**src/design/pn_pkg.sv**
```systemverilog
// ----------------------------------------------------------------------------
// pn_pkg
// Shared constants and controller/datapath interface types for the path
// normalizer.
// ----------------------------------------------------------------------------
package pn_pkg;

	localparam int PATH_DEPTH    = 64;
	localparam int SEGMENT_DEPTH = 32;
	localparam int PATH_AW       = $clog2(PATH_DEPTH);
	localparam int SEG_AW        = $clog2(SEGMENT_DEPTH);
	localparam int CHAR_W        = 8;
	localparam int OUT_LEN_W     = 6;
	localparam int IN_TDATA_W    = ((CHAR_W + 7) / 8) * 8;
	localparam int OUT_TDATA_W   = ((CHAR_W + OUT_LEN_W + 7) / 8) * 8;

	localparam logic [CHAR_W-1:0] CH_SLASH = 8'h2F;
	localparam logic [CHAR_W-1:0] CH_DOT   = 8'h2E;
	localparam logic [CHAR_W-1:0] CH_NUL   = 8'h00;

	typedef struct packed {
		logic in_load;
		logic work_root;
		logic copy_start;
		logic seg_reset;
		logic store_rd;
		logic copy_wr;
		logic seg_push;
		logic sep_wr;
		logic idx_clear;
		logic trim_start;
		logic work_rd;
		logic rd_prev;
		logic idx_dec;
		logic trim_fin;
		logic seg_rd;
		logic app_wr;
		logic commit;
		logic emit_ld;
	} pn_cmd_t;

	typedef struct packed {
		logic c_slash;
		logic c_zero;
		logic first;
		logic final_flag;
		logic seg_full;
		logic seg_empty;
		logic seg_dot;
		logic seg_dotdot;
		logic copy_need;
		logic idx_at_end;
		logic idx_gt1;
		logic rd_slash;
		logic app_more;
		logic sep_ok;
		logic out_free;
	} pn_stat_t;

endpackage

```
**src/design/pn_dp.sv**
```systemverilog
// ----------------------------------------------------------------------------
// pn_dp
// Path normalizer datapath: committed path, working path and segment
// memories, length and index counters, and the output register.
// ----------------------------------------------------------------------------
module pn_dp import pn_pkg::*; (
	input  logic                   clk,
	input  logic                   arst_n,
	input  pn_cmd_t                cmd,
	output pn_stat_t               stat,
	input  logic [IN_TDATA_W-1:0]  s_tdata,
	input  logic                   s_tuser,
	input  logic                   s_tlast,
	output logic                   m_tvalid,
	input  logic                   m_tready,
	output logic [OUT_TDATA_W-1:0] m_tdata,
	output logic                   m_tlast
);

	localparam logic [PATH_AW-1:0] PATH_MAX = PATH_AW'(PATH_DEPTH - 1);
	localparam logic [SEG_AW-1:0]  SEG_MAX  = SEG_AW'(SEGMENT_DEPTH - 1);

	logic [CHAR_W-1:0] store_mem [PATH_DEPTH];
	logic [CHAR_W-1:0] work_mem  [PATH_DEPTH];
	logic [CHAR_W-1:0] seg_mem   [SEGMENT_DEPTH];

	logic [CHAR_W-1:0]    c_q;
	logic                 first_q;
	logic                 final_q;
	logic [CHAR_W-1:0]    seg0_q;
	logic [CHAR_W-1:0]    seg1_q;
	logic [PATH_AW-1:0]   work_len_q;
	logic [PATH_AW-1:0]   path_len_q;
	logic [SEG_AW-1:0]    seg_len_q;
	logic [PATH_AW-1:0]   idx_q;
	logic [CHAR_W-1:0]    store_rd_q;
	logic [CHAR_W-1:0]    work_rd_q;
	logic                 work_zero_q;
	logic [CHAR_W-1:0]    seg_rd_q;
	logic                 out_valid_q;
	logic [CHAR_W-1:0]    out_char_q;
	logic [OUT_LEN_W-1:0] out_len_q;
	logic                 out_last_q;

	logic [PATH_AW-1:0] work_raddr;
	logic [CHAR_W-1:0]  work_rdata;
	logic               work_we;
	logic [PATH_AW-1:0] work_waddr;
	logic [CHAR_W-1:0]  work_wdata;

	assign work_raddr = cmd.rd_prev ? idx_q - PATH_AW'(1) : idx_q;
	assign work_rdata = work_zero_q ? CH_SLASH : work_rd_q;

	always_comb begin
		work_we    = cmd.copy_wr | cmd.sep_wr | cmd.app_wr;
		work_waddr = work_len_q;
		work_wdata = CH_SLASH;
		if (cmd.copy_wr) begin
			work_waddr = idx_q;
			work_wdata = store_rd_q;
		end else if (cmd.app_wr) begin
			work_wdata = seg_rd_q;
		end
	end

	// memories and payload
	always_ff @(posedge clk) begin
		if (cmd.in_load) begin
			c_q     <= s_tdata[CHAR_W-1:0];
			first_q <= s_tuser;
			final_q <= s_tlast;
		end
		if (cmd.seg_push) begin
			seg_mem[seg_len_q] <= c_q;
			if (seg_len_q == SEG_AW'(0))
				seg0_q <= c_q;
			if (seg_len_q == SEG_AW'(1))
				seg1_q <= c_q;
		end
		if (cmd.seg_rd)
			seg_rd_q <= seg_mem[idx_q[SEG_AW-1:0]];
		if (cmd.store_rd)
			store_rd_q <= store_mem[idx_q];
		if (cmd.work_rd) begin
			work_rd_q   <= work_mem[work_raddr];
			work_zero_q <= (work_raddr == PATH_AW'(0));
		end
		if (work_we)
			work_mem[work_waddr] <= work_wdata;
		if (cmd.emit_ld) begin
			store_mem[idx_q] <= work_rdata;
			out_char_q       <= work_rdata;
			out_len_q        <= OUT_LEN_W'(path_len_q);
			out_last_q       <= stat.idx_at_end;
		end
	end

	always_ff @(posedge clk or negedge arst_n) begin
		if (!arst_n) begin
			work_len_q  <= PATH_AW'(1);
			path_len_q  <= PATH_AW'(1);
			seg_len_q   <= '0;
			idx_q       <= '0;
			out_valid_q <= 1'b0;
		end else begin
			if (cmd.work_root)
				work_len_q <= PATH_AW'(1);
			else if (cmd.copy_start)
				work_len_q <= path_len_q;
			else if (cmd.sep_wr || cmd.app_wr)
				work_len_q <= work_len_q + PATH_AW'(1);
			else if (cmd.trim_fin)
				work_len_q <= stat.idx_gt1 ? idx_q - PATH_AW'(1) : PATH_AW'(1);

			if (cmd.commit)
				path_len_q <= work_len_q;

			if (cmd.seg_reset)
				seg_len_q <= '0;
			else if (cmd.seg_push)
				seg_len_q <= seg_len_q + SEG_AW'(1);

			if (cmd.copy_start)
				idx_q <= PATH_AW'(1);
			else if (cmd.idx_clear || cmd.commit)
				idx_q <= '0;
			else if (cmd.trim_start)
				idx_q <= work_len_q;
			else if (cmd.copy_wr || cmd.app_wr || cmd.emit_ld)
				idx_q <= idx_q + PATH_AW'(1);
			else if (cmd.idx_dec)
				idx_q <= idx_q - PATH_AW'(1);

			if (cmd.emit_ld)
				out_valid_q <= 1'b1;
			else if (m_tready)
				out_valid_q <= 1'b0;
		end
	end

	always_comb begin
		stat.c_slash    = (c_q == CH_SLASH);
		stat.c_zero     = (c_q == CH_NUL);
		stat.first      = first_q;
		stat.final_flag = final_q;
		stat.seg_full   = (seg_len_q == SEG_MAX);
		stat.seg_empty  = (seg_len_q == SEG_AW'(0));
		stat.seg_dot    = (seg_len_q == SEG_AW'(1)) && (seg0_q == CH_DOT);
		stat.seg_dotdot = (seg_len_q == SEG_AW'(2)) && (seg0_q == CH_DOT)
			&& (seg1_q == CH_DOT);
		stat.copy_need  = (path_len_q > PATH_AW'(1));
		stat.idx_at_end = (idx_q == path_len_q - PATH_AW'(1));
		stat.idx_gt1    = (idx_q > PATH_AW'(1));
		stat.rd_slash   = (work_rdata == CH_SLASH);
		stat.app_more   = (idx_q < PATH_AW'(seg_len_q)) && (work_len_q < PATH_MAX);
		stat.sep_ok     = (work_len_q != PATH_AW'(1)) && (work_len_q < PATH_MAX);
		stat.out_free   = !out_valid_q || m_tready;
	end

	assign m_tvalid = out_valid_q;
	assign m_tlast  = out_last_q;
	assign m_tdata  = {{(OUT_TDATA_W - CHAR_W - OUT_LEN_W){1'b0}}, out_len_q, out_char_q};

endmodule

```
**src/design/pn_ctrl.sv**
```systemverilog
// ----------------------------------------------------------------------------
// pn_ctrl
// Path normalizer controller: sequences copy, segment close, append, trim
// and emission steps over the datapath.
// ----------------------------------------------------------------------------
module pn_ctrl import pn_pkg::*; (
	input  logic     clk,
	input  logic     arst_n,
	input  logic     s_tvalid,
	output logic     s_tready,
	input  pn_stat_t stat,
	output pn_cmd_t  cmd
);

	typedef enum logic [15:0] {
		ST_IDLE     = 16'h0001,
		ST_START    = 16'h0002,
		ST_COPY_RD  = 16'h0004,
		ST_COPY_WR  = 16'h0008,
		ST_CHAR     = 16'h0010,
		ST_CLOSE    = 16'h0020,
		ST_APP_RD   = 16'h0040,
		ST_APP_WR   = 16'h0080,
		ST_TRIM_RD  = 16'h0100,
		ST_TRIM_CK  = 16'h0200,
		ST_NAME_RD  = 16'h0400,
		ST_NAME_CK  = 16'h0800,
		ST_TRIM_FIN = 16'h1000,
		ST_SEG_END  = 16'h2000,
		ST_EMIT_RD  = 16'h4000,
		ST_EMIT_LD  = 16'h8000
	} pn_state_t;

	pn_state_t state_q;
	pn_state_t state_d;

	assign s_tready = (state_q == ST_IDLE);

	always_comb begin
		cmd     = '0;
		state_d = state_q;
		case (state_q)
			ST_IDLE: begin
				if (s_tvalid) begin
					cmd.in_load = 1'b1;
					state_d     = ST_START;
				end
			end
			ST_START: begin
				state_d = ST_CHAR;
				if (stat.first) begin
					cmd.seg_reset = 1'b1;
					if (stat.c_slash) begin
						cmd.work_root = 1'b1;
					end else begin
						cmd.copy_start = 1'b1;
						if (stat.copy_need)
							state_d = ST_COPY_RD;
					end
				end
			end
			ST_COPY_RD: begin
				cmd.store_rd = 1'b1;
				state_d      = ST_COPY_WR;
			end
			ST_COPY_WR: begin
				cmd.copy_wr = 1'b1;
				state_d     = stat.idx_at_end ? ST_CHAR : ST_COPY_RD;
			end
			ST_CHAR: begin
				if (stat.c_slash) begin
					state_d = ST_CLOSE;
				end else begin
					cmd.seg_push = !stat.c_zero && !stat.seg_full;
					state_d      = stat.final_flag ? ST_CLOSE : ST_IDLE;
				end
			end
			ST_CLOSE: begin
				if (stat.seg_empty || stat.seg_dot) begin
					state_d = ST_SEG_END;
				end else if (stat.seg_dotdot) begin
					cmd.trim_start = 1'b1;
					state_d        = ST_TRIM_RD;
				end else begin
					cmd.sep_wr    = stat.sep_ok;
					cmd.idx_clear = 1'b1;
					state_d       = ST_APP_RD;
				end
			end
			ST_APP_RD: begin
				if (stat.app_more) begin
					cmd.seg_rd = 1'b1;
					state_d    = ST_APP_WR;
				end else begin
					state_d = ST_SEG_END;
				end
			end
			ST_APP_WR: begin
				cmd.app_wr = 1'b1;
				state_d    = ST_APP_RD;
			end
			ST_TRIM_RD: begin
				if (stat.idx_gt1) begin
					cmd.work_rd = 1'b1;
					cmd.rd_prev = 1'b1;
					state_d     = ST_TRIM_CK;
				end else begin
					state_d = ST_TRIM_FIN;
				end
			end
			ST_TRIM_CK: begin
				cmd.idx_dec = 1'b1;
				state_d     = stat.rd_slash ? ST_TRIM_RD : ST_NAME_RD;
			end
			ST_NAME_RD: begin
				if (stat.idx_gt1) begin
					cmd.work_rd = 1'b1;
					cmd.rd_prev = 1'b1;
					state_d     = ST_NAME_CK;
				end else begin
					state_d = ST_TRIM_FIN;
				end
			end
			ST_NAME_CK: begin
				if (stat.rd_slash) begin
					state_d = ST_TRIM_FIN;
				end else begin
					cmd.idx_dec = 1'b1;
					state_d     = ST_NAME_RD;
				end
			end
			ST_TRIM_FIN: begin
				cmd.trim_fin = 1'b1;
				state_d      = ST_SEG_END;
			end
			ST_SEG_END: begin
				cmd.seg_reset = 1'b1;
				if (stat.final_flag) begin
					cmd.commit = 1'b1;
					state_d    = ST_EMIT_RD;
				end else begin
					state_d = ST_IDLE;
				end
			end
			ST_EMIT_RD: begin
				cmd.work_rd = 1'b1;
				state_d     = ST_EMIT_LD;
			end
			ST_EMIT_LD: begin
				if (stat.out_free) begin
					cmd.emit_ld = 1'b1;
					state_d     = stat.idx_at_end ? ST_IDLE : ST_EMIT_RD;
				end
			end
			default: begin
				state_d = ST_IDLE;
			end
		endcase
	end

	always_ff @(posedge clk or negedge arst_n) begin
		if (!arst_n)
			state_q <= ST_IDLE;
		else
			state_q <= state_d;
	end

endmodule

```
**src/design/path_normalizer_core.sv**
```systemverilog
// ----------------------------------------------------------------------------
// path_normalizer_core
// Streaming path canonicalizer. Bytes of a target path enter on the slave
// beat channel; s_tuser marks the first byte of a target and s_tlast its
// last byte. Relative targets resolve against the stored current path,
// which is "/" after reset. "." segments drop, ".." removes one component
// without going above the root, segments keep at most 31 bytes and the path
// saturates at 63 bytes. On the last byte the resolved path becomes the
// stored path and is sent on the master channel one byte per beat, with its
// total length on every beat and m_tlast on the final byte.
// A byte that only grows a segment is the least work; closing a segment on
// a slash or the last byte adds steps, more for an append or "..", plus a
// read and a write per appended byte and a read per byte read back by "..".
// A relative target start adds a read and a write per stored byte copied.
// The single read port of the working path and segment memories sets these.
// Each output byte is read back from the working path before it is loaded
// into the output register. Input is held off (s_tready low) while a beat is in
// work or the path is being sent; a stalled receiver holds the output
// register and the sequencer waits on it. Reset returns the stored path to
// "/", empties the segment and drops any pending output beat.
// ----------------------------------------------------------------------------
module path_normalizer_core import pn_pkg::*; (
	input  logic                   clk,
	input  logic                   arst_n,
	input  logic                   s_tvalid,
	output logic                   s_tready,
	input  logic [IN_TDATA_W-1:0]  s_tdata,  // [7:0] path_char
	input  logic                   s_tuser,  // [0] first_char
	input  logic                   s_tlast,
	output logic                   m_tvalid,
	input  logic                   m_tready,
	output logic [OUT_TDATA_W-1:0] m_tdata,  // [7:0] out_char, [13:8] out_length
	output logic                   m_tlast
);

	pn_cmd_t  cmd;
	pn_stat_t stat;

	pn_ctrl u_ctrl (
		.clk      (clk),
		.arst_n   (arst_n),
		.s_tvalid (s_tvalid),
		.s_tready (s_tready),
		.stat     (stat),
		.cmd      (cmd)
	);

	pn_dp u_dp (
		.clk      (clk),
		.arst_n   (arst_n),
		.cmd      (cmd),
		.stat     (stat),
		.s_tdata  (s_tdata),
		.s_tuser  (s_tuser),
		.s_tlast  (s_tlast),
		.m_tvalid (m_tvalid),
		.m_tready (m_tready),
		.m_tdata  (m_tdata),
		.m_tlast  (m_tlast)
	);

endmodule

```
**config.mk**
```make
export PLATFORM = sky130hd
export DESIGN_NAME = path_normalizer_core
export DESIGN_NICKNAME = d
export VERILOG_FILES = /design/src/design/pn_pkg.sv /design/src/design/pn_dp.sv /design/src/design/pn_ctrl.sv /design/src/design/path_normalizer_core.sv
export SDC_FILE = /design/constraint.sdc
export NUM_CORES = 2
export LEC_CHECK = 0
export BUFFER_PORTS_ARGS = -buffer_cell sky130_fd_sc_hd__buf_2
export CORE_UTILIZATION = 40
export DETAILED_ROUTE_END_ITERATION = 12
export SYNTH_ARGS = -nofsm -noshare
export SYNTH_HDL_FRONTEND = slang
export SYNTH_SLANG_ARGS = --single-unit
```
**constraint.sdc**
```tcl
create_clock -name clk -period 10.99 [get_ports clk]
set_input_delay 1.6485 -clock clk [delete_from_list [all_inputs] [get_ports clk]]
set_output_delay 1.6485 -clock clk [all_outputs]
set_load 0.005 [all_outputs]
```
==> metrics.txt <==
outcome finished clean; most area-hungry cell type in the Yosys netlist edfxtp_1; Hold Path Stages 0; Worst EP required 11.48 ns; initial antenna violation count 2; post-DP HPWL 100 mm; IO Port Bufs 30; I/O pin total 33; WS Path Type flop to flop; # resized after CTS 0; GP Congestion 0.932; R2R Setup Slk 4.84 ns; number of enable flip-flop cells after synthesis 1,346; metal3 WL 13.2 mm; Core ar. 140,000 sq um; final non-filler cell total 5,731; setup tns final 0 ns; slowest CP cell nor2_1; Met1 Wirelength 65.2 mm; top sig layer met4; Remaining Overflow, GRT 0; Pre-Repair DR Iteration Count 7; Most common cell on crit path buf_4; maximum vdd drop 0.000209 V; Seq/Total Area, Yosys 0.736; Die Footprint 142,000 sq um; length of routed met2 wiring 79.8 mm; Hold Crit Start u_dp.path_len_q[1]$_DFFE_PN0P_; worst-path fanout max 50; CTS Buf Count 144; Wirelength per Cell 28.9 um; top cells by area, synth edfxtp_1 72%, mux2i_1 2.8%, nand2_1 2.0%; Tmin final 6.15 ns; Die Ht 377 um; Post-Synthesis Mean Instance Area 15.2 sq um; final wirelength 166 mm; Yosys cell types 88; Nets 3,767; Main synth FF type edfxtp_1; row count 137; clk sink count 1,386; Worst Max-Slew Pin Slew 1.18 ns; layout cells sized above 1 0.140; endpoint type of the worst setup path flop; largest net degree at the start of global routing 103; critical path's largest stage delay 1.06 ns; Final period util 0.560; total track usage 0.230; Synth Register Bits 1,386; final core occ 0.455; origin of the critical flop-to-flop path u_dp.idx_q[0]$_DFFE_PN0P_; post-synth top area share 0.718; DIE WIDTH 377 um; clk root buf clkbuf_16; crit-path cells inv_4, ha_2, buf_4, clkinv_1, buf_4, nand4_1, buf_4, nand2_4, nor2_1, a32oi_1, and3_1, o311ai_1, o31ai_1; placed insts 5,467; Synth Instances 3,700; RSZ-0062 raised after global routing no; Worst Hold Class flop to flop; Leak 20.5 nW; # setup viols final 0; WP depth 13; vias in the first global route 33,600; TritonCTS clock tree built; CP delay by family, top buffers and inverters; Detailed Route Iter0 Violations 4,754; H-tree Lvls 4; Post-Syn Area 56,300 sq um; Synth Warn # 0; Clock Path Buffers 3; Fin. Hold Viols 0; Initial Util 0.403; Worst setup SP type flop; critical path arrival 6.64 ns; Detail Route Antenna Nets 0; Area growth syn-to-layout 12.8%; Max-cap violations 0; asr flop ratio synth 0.0289; cells on worst reg2reg path 13; Post-CTS Setup Inserts 0; hold slack final 0.599 ns; PwrDens 235 nW/um^2; Reg clk slew, reported paths 0.06 ns; fmax 162 MHz; Crit. Startpoint u_dp.idx_q[0]$_DFFE_PN0P_; final slew viol count 0; final setup skew 0.0382 ns; DRC Markers 0; first-pass GRT wire length 238 mm; Hold-fix buffers, CTS 0; Worst-Skew Late Latency 0.79 ns; DR vias/cell 6.11; slew margin rel. 0.207; vias 35,000; WP buf/inv 5
logic make-up (layout without fill, tap and decap cells):
logic type | count (synthesis) | count (layout) | synth area share
DFF | 1386 | 1386 | 0.736
and+or+nand+nor | 903 | 903 | 0.0736
AOI/OAI and AO/OA | 846 | 846 | 0.107
muxes | 271 | 271 | 0.0573
buffers and inverters | 254 | 407 | 0.0189
xor gates and xnor gates | 23 | 23 | 0.00358
adders and majority gates | 16 | 16 | 0.00356
other | 1 | 3 | 0.0000666
power by group:
part | total, mW | switching [mW] | internal [mW] | leakage (nW)
Sequential | 5.93 | 0.0778 | 5.86 | 13.3
Clock | 4.94 | 2.08 | 2.86 | 2.33
Combinational | 4.02 | 2.80 | 1.22 | 4.83
Total | 14.9 | 4.96 | 9.94 | 20.5
routing by layer:
metal	vias to the layer above	track usage
met4	0	0.103
li1	14900	-
met2	1876	0.375
met5	-	0
met1	17900	0.304
met3	379	0.0375
state kept, by name, summed over array words and instances (netlist names):
| signal | flops |
|---|---|
| u_dp.c_q | 8 |
| u_dp.seg_len_q | 5 |
| u_dp.work_mem | 512 |
| u_dp.out_len_q | 6 |
| u_dp.m_tvalid | 1 |
| u_dp.seg_mem | 256 |
| u_dp.work_zero_q | 1 |
| u_dp.seg_rd_q | 8 |
| u_dp.seg0_q | 8 |
| u_dp.work_rd_q | 8 |
| u_dp.first_q | 1 |
| u_dp.m_tlast | 1 |
| u_dp.work_len_q | 6 |
| u_dp.seg1_q | 8 |
| u_dp.path_len_q | 6 |
| u_dp.final_q | 1 |
| u_dp.store_mem | 512 |
| u_dp.store_rd_q | 8 |
| u_dp.out_char_q | 8 |
| u_dp.idx_q | 6 |
| u_ctrl.state_q | 16 |
metrics by stage:
| step | area, sq um | setup slack [ns] | total power [mW] |
|---|---|---|---|
| 3_3_place_gp | 58700 | 5.15 | 9.98 |
| 2_1_floorplan | 56300 | 6.73 | 8.48 |
| 5_1_grt | 63500 | 4.60 | 15.3 |
| 4_1_cts | 63500 | 5.00 | 14.9 |
| 3_5_place_dp | 58700 | 5.01 | 10.0 |
| 6_report | 63500 | 4.84 | 14.9 |
final cells by class:
| class | count | area (sq um) |
|---|---|---|
| antenna | 1 | 2.50 |
| clock buffer | 173 | 3790 |
| clock inverter | 90 | 982 |
| fill | 12200 | 76100 |
| inverter | 20 | 77.6 |
| multi-input combinational | 2061 | 14000 |
| sequential | 1386 | 41400 |
| tap | 1876 | 2350 |
| timing repair buffer | 124 | 868 |
synth_stat cells, types with 12 or more instances:
cell,instances
clkbuf_1,145
a32oi_1,13
xnor2_1,15
buf_1,44
a221oi_1,90
mux2i_1,159
a21oi_1,139
and2_1,18
o21ai_0,107
o22ai_1,67
a31oi_1,53
nor4_1,25
or2_2,14
a22oi_1,123
nand3_1,65
nor2_1,294
ha_1,16
and3_1,26
o211ai_1,12
inv_1,15
a2111oi_0,20
nand2_1,294
a22o_1,29
nand2b_1,19
mux2_2,79
dfrtp_1,37
mux4_2,33
nand4_1,35
edfxtp_1,1346
buf_2,33
o221ai_1,73
nor3_1,54
a221o_1,14
layout by cell type (no fill, tap or decap), drive strengths merged, types with 26 or more instances in the layout:
| master | netlist | routed |
|---|---|---|
| nor4 | 28 | 28 |
| clkbuf | 145 | 173 |
| mux2 | 79 | 79 |
| clkinv | 4 | 65 |
| o21ai | 112 | 112 |
| nor2 | 297 | 297 |
| a21oi | 139 | 139 |
| nand3 | 67 | 67 |
| nand2 | 295 | 295 |
| a221oi | 90 | 90 |
| mux4 | 33 | 33 |
| nor3 | 54 | 54 |
| and3 | 26 | 26 |
| edfxtp | 1346 | 1346 |
| a22o | 29 | 29 |
| a22oi | 123 | 123 |
| buf | 89 | 124 |
| dfrtp | 37 | 37 |
| nand4 | 36 | 36 |
| o221ai | 73 | 73 |
| mux2i | 159 | 159 |
| o22ai | 67 | 67 |
| a31oi | 53 | 53 |
path summary, 6_finish.rpt:
| check | end |
|---|---|
| max in group asynchronous | u_dp.idx_q[1]$_DFFE_PN0P_ |
| worst min-delay path | u_dp.out_len_q[1]$_DFFE_PP_ |
| worst min register to register | u_dp.out_len_q[1]$_DFFE_PP_ |
| worst max register to register | u_dp.work_rd_q[0]$_DFFE_PP_ |
| worst max-delay path | u_dp.work_rd_q[0]$_DFFE_PP_ |
| min in group asynchronous | u_ctrl.state_q[1]$_DFFE_PN0P_ |
Note: power is estimated with default switching activity, not from simulation.
